[config.mk]
export PLATFORM = sky130hd
export DESIGN_NAME = vpa_sqrt
export DESIGN_NICKNAME = d
export VERILOG_FILES = /design/src/design/vpa_pkg.sv /design/src/design/vpa_sqrt.sv
export SDC_FILE = /design/constraint.sdc
export NUM_CORES = 2
export LEC_CHECK = 0
export BUFFER_PORTS_ARGS = -buffer_cell sky130_fd_sc_hd__clkbuf_2
export CELL_PAD_IN_SITES_DETAIL_PLACEMENT = 1
export CELL_PAD_IN_SITES_GLOBAL_PLACEMENT = 2
export CORE_AREA = 2 2 479 671
export CTS_CLUSTER_SIZE = 16
export DETAILED_ROUTE_END_ITERATION = 16
export DIE_AREA = 0 0 481 673
export PLACE_DENSITY_LB_ADDON = 0.1
export SYNTH_ARGS = -nofsm -noshare
export SYNTH_HDL_FRONTEND = slang
export SYNTH_SLANG_ARGS = --single-unit
export TNS_END_PERCENT = 100
[constraint.sdc]
create_clock -name clk -period 3.86 [get_ports clk]
set_input_delay 0.772 -clock clk [delete_from_list [all_inputs] [get_ports clk]]
set_output_delay 0.772 -clock clk [all_outputs]
set_load 0.05 [all_outputs]
[src/design/vpa_pkg.sv]
// ----------------------------------------------------------------------------
// vpa_pkg: shared types and constants for the vector to polar angle pipeline
// Stage counts, datapath widths, angle constants and the CORDIC step table.
// ----------------------------------------------------------------------------
`default_nettype none

package vpa_pkg;

  localparam int CORDIC_STEPS = 24;
  localparam int ROT_STEPS    = (CORDIC_STEPS > 32) ? 32 : CORDIC_STEPS;

  // Square root: one result bit per stage, then a rounding stage.
  localparam int ROOT_BITS = 32;
  localparam int SQRT_LAT  = ROOT_BITS + 1;

  // CORDIC: pre-rotation, normalize, rotations, two fold stages.
  localparam int NORM_LAT   = 5;
  localparam int CORDIC_LAT = 1 + NORM_LAT + ROT_STEPS + 2;

  localparam int OPW   = 34;  // pre-rotated / normalized operand width
  localparam int AW    = 37;  // rotation datapath width
  localparam int ANG_W = 36;  // angle accumulator width, 2^-24 degree

  localparam logic signed [ANG_W-1:0] DEG180 = 36'sd3019898880;
  localparam logic signed [ANG_W-1:0] DEG360 = 36'sd6039797760;

  localparam logic [24:0] OUT_CIRCLE = 25'd23592960;
  localparam logic [24:0] OUT_DEG90  = 25'd5898240;
  localparam logic [24:0] OUT_DEG270 = 25'd17694720;

  typedef struct packed {
    logic               vert;
    logic               z_pos;
    logic signed [31:0] x;
    logic signed [31:0] y;
    logic signed [31:0] z;
  } vpa_side_t;

  typedef struct packed {
    logic        vert;
    logic        z_pos;
    logic [31:0] mag;
  } vpa_post_t;

  // Bit-serial long division, used only for constant tables.
  function automatic logic [63:0] div_floor(input logic [63:0] num, input logic [63:0] den);
    logic [64:0] rem;
    logic [63:0] quo;
    rem = '0;
    quo = '0;
    for (int i = 63; i >= 0; i--) begin
      rem = {rem[63:0], num[i]};
      if (rem >= {1'b0, den}) begin
        rem    = rem - {1'b0, den};
        quo[i] = 1'b1;
      end
    end
    return quo;
  endfunction

  // atan(2^-k) in units of 2^-24 degree.
  function automatic logic [31:0] step_angle(input int k);
    logic signed [63:0] acc;
    logic signed [63:0] term;
    logic        [63:0] rad32;
    logic        [63:0] prod;
    int                 e;
    acc = '0;
    if (k == 0) begin
      return 32'd754974720;
    end
    for (int j = 0; j < 32; j++) begin
      e = 62 - (2 * j + 1) * k;
      if (e >= 0) begin
        term = signed'(div_floor(64'd1 << e, 64'(2 * j + 1)));
        if (j[0]) begin
          acc = acc - term;
        end else begin
          acc = acc + term;
        end
      end
    end
    rad32 = unsigned'((acc + 64'sd536870912) >>> 30);
    prod  = rad32 * 64'd961263669 + 64'd2147483648;
    return prod[63:32];
  endfunction

endpackage

`default_nettype wire

[src/design/vpa_sqrt.sv]
// ----------------------------------------------------------------------------
// vpa_sqrt: pipelined integer square root, rounded to nearest
// One root bit per stage over the 64-bit radicand, then a rounding stage.
// ----------------------------------------------------------------------------
`default_nettype none

module vpa_sqrt (
  input  logic        clk,
  input  logic        en,
  input  logic [63:0] rad,
  output logic [31:0] root
);
  import vpa_pkg::*;

  logic [63:0] rem  [ROOT_BITS];
  logic [63:0] part [ROOT_BITS];
  logic [32:0] rounded;

  for (genvar i = 0; i < ROOT_BITS; i++) begin : g_stage
    localparam logic [63:0] BIT = 64'd1 << (62 - 2 * i);
    logic [63:0] s_in;
    logic [63:0] r_in;
    logic [63:0] trial;
    logic [63:0] rem_next;
    logic [63:0] part_next;

    if (i == 0) begin : g_first
      assign s_in = rad;
      assign r_in = '0;
    end else begin : g_rest
      assign s_in = rem[i-1];
      assign r_in = part[i-1];
    end

    always_comb begin
      trial = r_in + BIT;
      if (s_in >= trial) begin
        rem_next  = s_in - trial;
        part_next = (r_in >> 1) + BIT;
      end else begin
        rem_next  = s_in;
        part_next = r_in >> 1;
      end
    end

    always_ff @(posedge clk) begin
      if (en) begin
        rem[i]  <= rem_next;
        part[i] <= part_next;
      end
    end
  end

  // Round up when the remainder exceeds the floor root.
  always_ff @(posedge clk) begin
    if (en) begin
      if (rem[ROOT_BITS-1] > part[ROOT_BITS-1]) begin
        rounded <= part[ROOT_BITS-1][32:0] + 33'd1;
      end else begin
        rounded <= part[ROOT_BITS-1][32:0];
      end
    end
  end

  assign root = rounded[32] ? 32'hFFFF_FFFF : rounded[31:0];

endmodule

`default_nettype wire

==> impl_metrics.json <==
{
  "setup_viol": 41,
  "postRouteAntennaNets": 0,
  "rsz0062_at_grt": "yes",
  "io_pins": 98,
  "multiInputGateArea_sq_um": 45700,
  "pre_cts_ws_ns": -0.228,
  "synth.distinct_cells": 87,
  "min_path_type": "primary input to flip-flop",
  "max_slew_margin_pct": 35.0,
  "synthesis.area_sq_um": 127000,
  "clkTransAtPathRegs_ns": 0.06,
  "finalHoldWorstSlack_ns": 0.0918,
  "power.internal_mw": 60.7,
  "power_density_nw_per_um2": 596,
  "wirelength_mm": 386,
  "clk_latency_ns": 0.89,
  "seq_area_frac_synth_pct": 61.8,
  "slew_violations": 0,
  "drt_first_iter_violations": 4571,
  "max-clock-path-buffers": 4,
  "slowest_stage": "or4_4",
  "violations": "setup timing",
  "die_area_sq_um": 324000,
  "track_usage_pct": 23.5,
  "post_dp_cell_area_sq_um": 137000,
  "grt_max_degree": 128,
  "design_area_sq_um": 147000,
  "skew_ns": 0.0503,
  "worst_pin_slew_ns": 0.965,
  "combPwrFrac_pct": 23.8,
  "fin_crit_sh_pct": 103,
  "critPathMaxStageDelay_ns": 0.55,
  "crit_top_cell": "or4_4",
  "max_cap_violations": 0,
  "instances_no_fill": 15400,
  "viasPerCell": 5.45,
  "initial_core_util_pct": 39.9,
  "antenna_found_initial": 5,
  "synthTopCellsByArea": "edfxtp_1, ha_1, xnor2_1",
  "die_w_microns": 481,
  "cts_buffers": 281,
  "drc_errors": 0,
  "maxUsedRoutingLayer": "met5",
  "critical_path_class": "flip-flop to flip-flop",
  "pwr-share-clk_pct": 31.0,
  "mostFrequentLayoutCells": "edfxtp_1, nor2_1, inv_1, a21oi_1, ha_1",
  "irDropWorstVdd_mv": 0.389,
  "dr_total_vias": 84000,
  "syn_inst": 10200,
  "ys_ff_latch": 2609,
  "worstPathCellList": "or4_4 > or4_4 > or4_4 > or4_4 > or4b_1 > a31oi_1 > a21boi_4 > buf_8 > or3_4 > nor4_2 > xor2_1",
  "grt_pass1_vias": 89900,
  "cts_htree_levels": 5,
  "wl_met1_mm": 139,
  "period_minus_slack_ns": 3.99,
  "fillCellCount": 33000,
  "ys_warn_count": 0,
  "end_kind": "flip-flop",
  "io_buffers": 97,
  "dr.pass1.iters": 5,
  "cp_max_fo": 6,
  "synth.avg_cell_area_sq_um": 12.4,
  "final_hold_viol_count": 0,
  "root_buffer": "clkbuf_16",
  "cp.arrival_ns": 4.56,
  "synth_nets": 10900,
  "grt_pass1_wl_mm": 573,
  "max_freq_mhz": 250,
  "synth_top_area_share_pct": 61.8,
  "finalSetupTns_ns": -2.24,
  "power_frac_seq_pct": 45.1,
  "post_drt_wl_per_cell_microns": 25.0,
  "cts_hold_buf": 0,
  "numClockSinks": 2609,
  "cts_tree": "built",
  "async_flop_share_pct": 0,
  "die_h_microns": 673,
  "synthFlopType": "edfxtp_1",
  "grt_overflow": 0,
  "area_delta_synth_final_pct": 16.2,
  "required_ns": 4.43,
  "dr_wl_met2_mm": 214,
  "post-dp-hpwl_mm": 300,
  "setup.worst_path.start_class": "flip-flop",
  "drive_gt1_share_pct": 13.4,
  "final_common_cell": "edfxtp_1",
  "swShare_pct": 30.8,
  "synth_edf_count": 2609,
  "regArea_sq_um": 78300,
  "power.switching_mw": 27.0,
  "gp_congestion": 0.893,
  "wl_met3_mm": 10.4,
  "yosys.area.top_type": "edfxtp_1",
  "outcome": "finished, violations left",
  "core_area_sq_um": 318000,
  "layout.nets": 11700,
  "setup_ws_ns": -0.133,
  "p_leak_nw": 56.0,
  "dp.cells": 14900,
  "rows": 245
}
-- kinds of logic after synthesis --
group                      synth area share, %
and+or+nand+nor                           12.2
DFF                                       61.8
AOI/OAI and AO/OA                         9.54
xor gates and xnor gates                  6.69
buffers and inverters                     2.81
adders and majority gates                 5.86
muxes                                     1.02
-- power by group through the flow --
stage               registers [mW]  logic [mW]  clock network, mW
floorplan                     38.2        13.4                  0
global placement              40.1        20.2                  0
detailed placement            40.1        20.5                  0
CTS                           39.6        20.8               28.0
global route                  39.9        23.0               28.9
finish                        39.6        20.9               27.2
-- cells in the mapped netlist, types with 80 or more instances --
library cell  instances
edfxtp_1           2609
nor2_1              764
inv_1               733
a21oi_1             726
nand2_1             598
ha_1                593
xnor2_1             563
xor2_1              405
o21ai_0             394
nor4_1              344
a21o_1              254
nor3_1              247
nand3_1             188
nand4_1             186
clkbuf_1            170
nand2b_1            119
mux2_2              108
o21a_1               99
or3_1                99
nor2b_1              80
-- worst max-delay path: cells and delay by family, from the launching register on --
family	cells	cell delay, ns
xor gates and xnor gates	1	0.15
buffers and inverters	1	0.18
and+or+nand+nor	7	2.62
AOI/OAI and AO/OA	2	0.40
DFF	1	0.39
-- through the flow --
| step | power (mW) | utilization, % |
|---|---|---|
| after floorplan | 51.6 | - |
| after global placement | 60.4 | 43.1 |
| after detailed placement | 60.6 | 43.1 |
| after CTS | 88.4 | 46.0 |
| after global routing | 91.8 | 46.3 |
| final | 87.7 | 46.3 |
-- area by class of cell --
cell class	instances	share of cell area, %
Clock inverter	162	1.16
Tap cell	4199	3.57
Antenna cell	3	0.00510
Multi-Input combinational cell	6658	31.1
Sequential cell	2609	53.2
Inverter	736	1.88
Timing Repair Buffer	725	4.02
Clock buffer	335	5.05
-- timing repair --
item                                    CTS  global route
gates resized for setup                  51           170
pin swaps                                 8            35
setup buffers                             3            13
hold endpoints to repair                  0             0
cloned                                    0             8
endpoints found under the setup margin   90           248
-- flip-flops by register name, indices dropped and copies added (netlist names) --
name     cells
rounded     33
part       528
rem       2048
-- layer usage --
layer / vias up / global-route usage (%)
li1: 39700 / -
met1: 42300 / 24.7
met2: 1390 / 45.6
met3: 709 / 2.45
met4: 4 / 11.6
met5: - / 0
-- final timing paths --
path | start | endpoint | slack, ns | depth (start not counted)
worst min-delay path | rad[21] | rem[0][21] | 0.09 | 1
worst max register to register | rem[1][563] | rem[1][623] | -0.13 | 11
worst max-delay path | rem[1][563] | rem[1][623] | -0.13 | 11
worst min register to register | rem[0][905] | rem[0][969] | 0.43 | 0
Power figures use the tool's default switching activity.
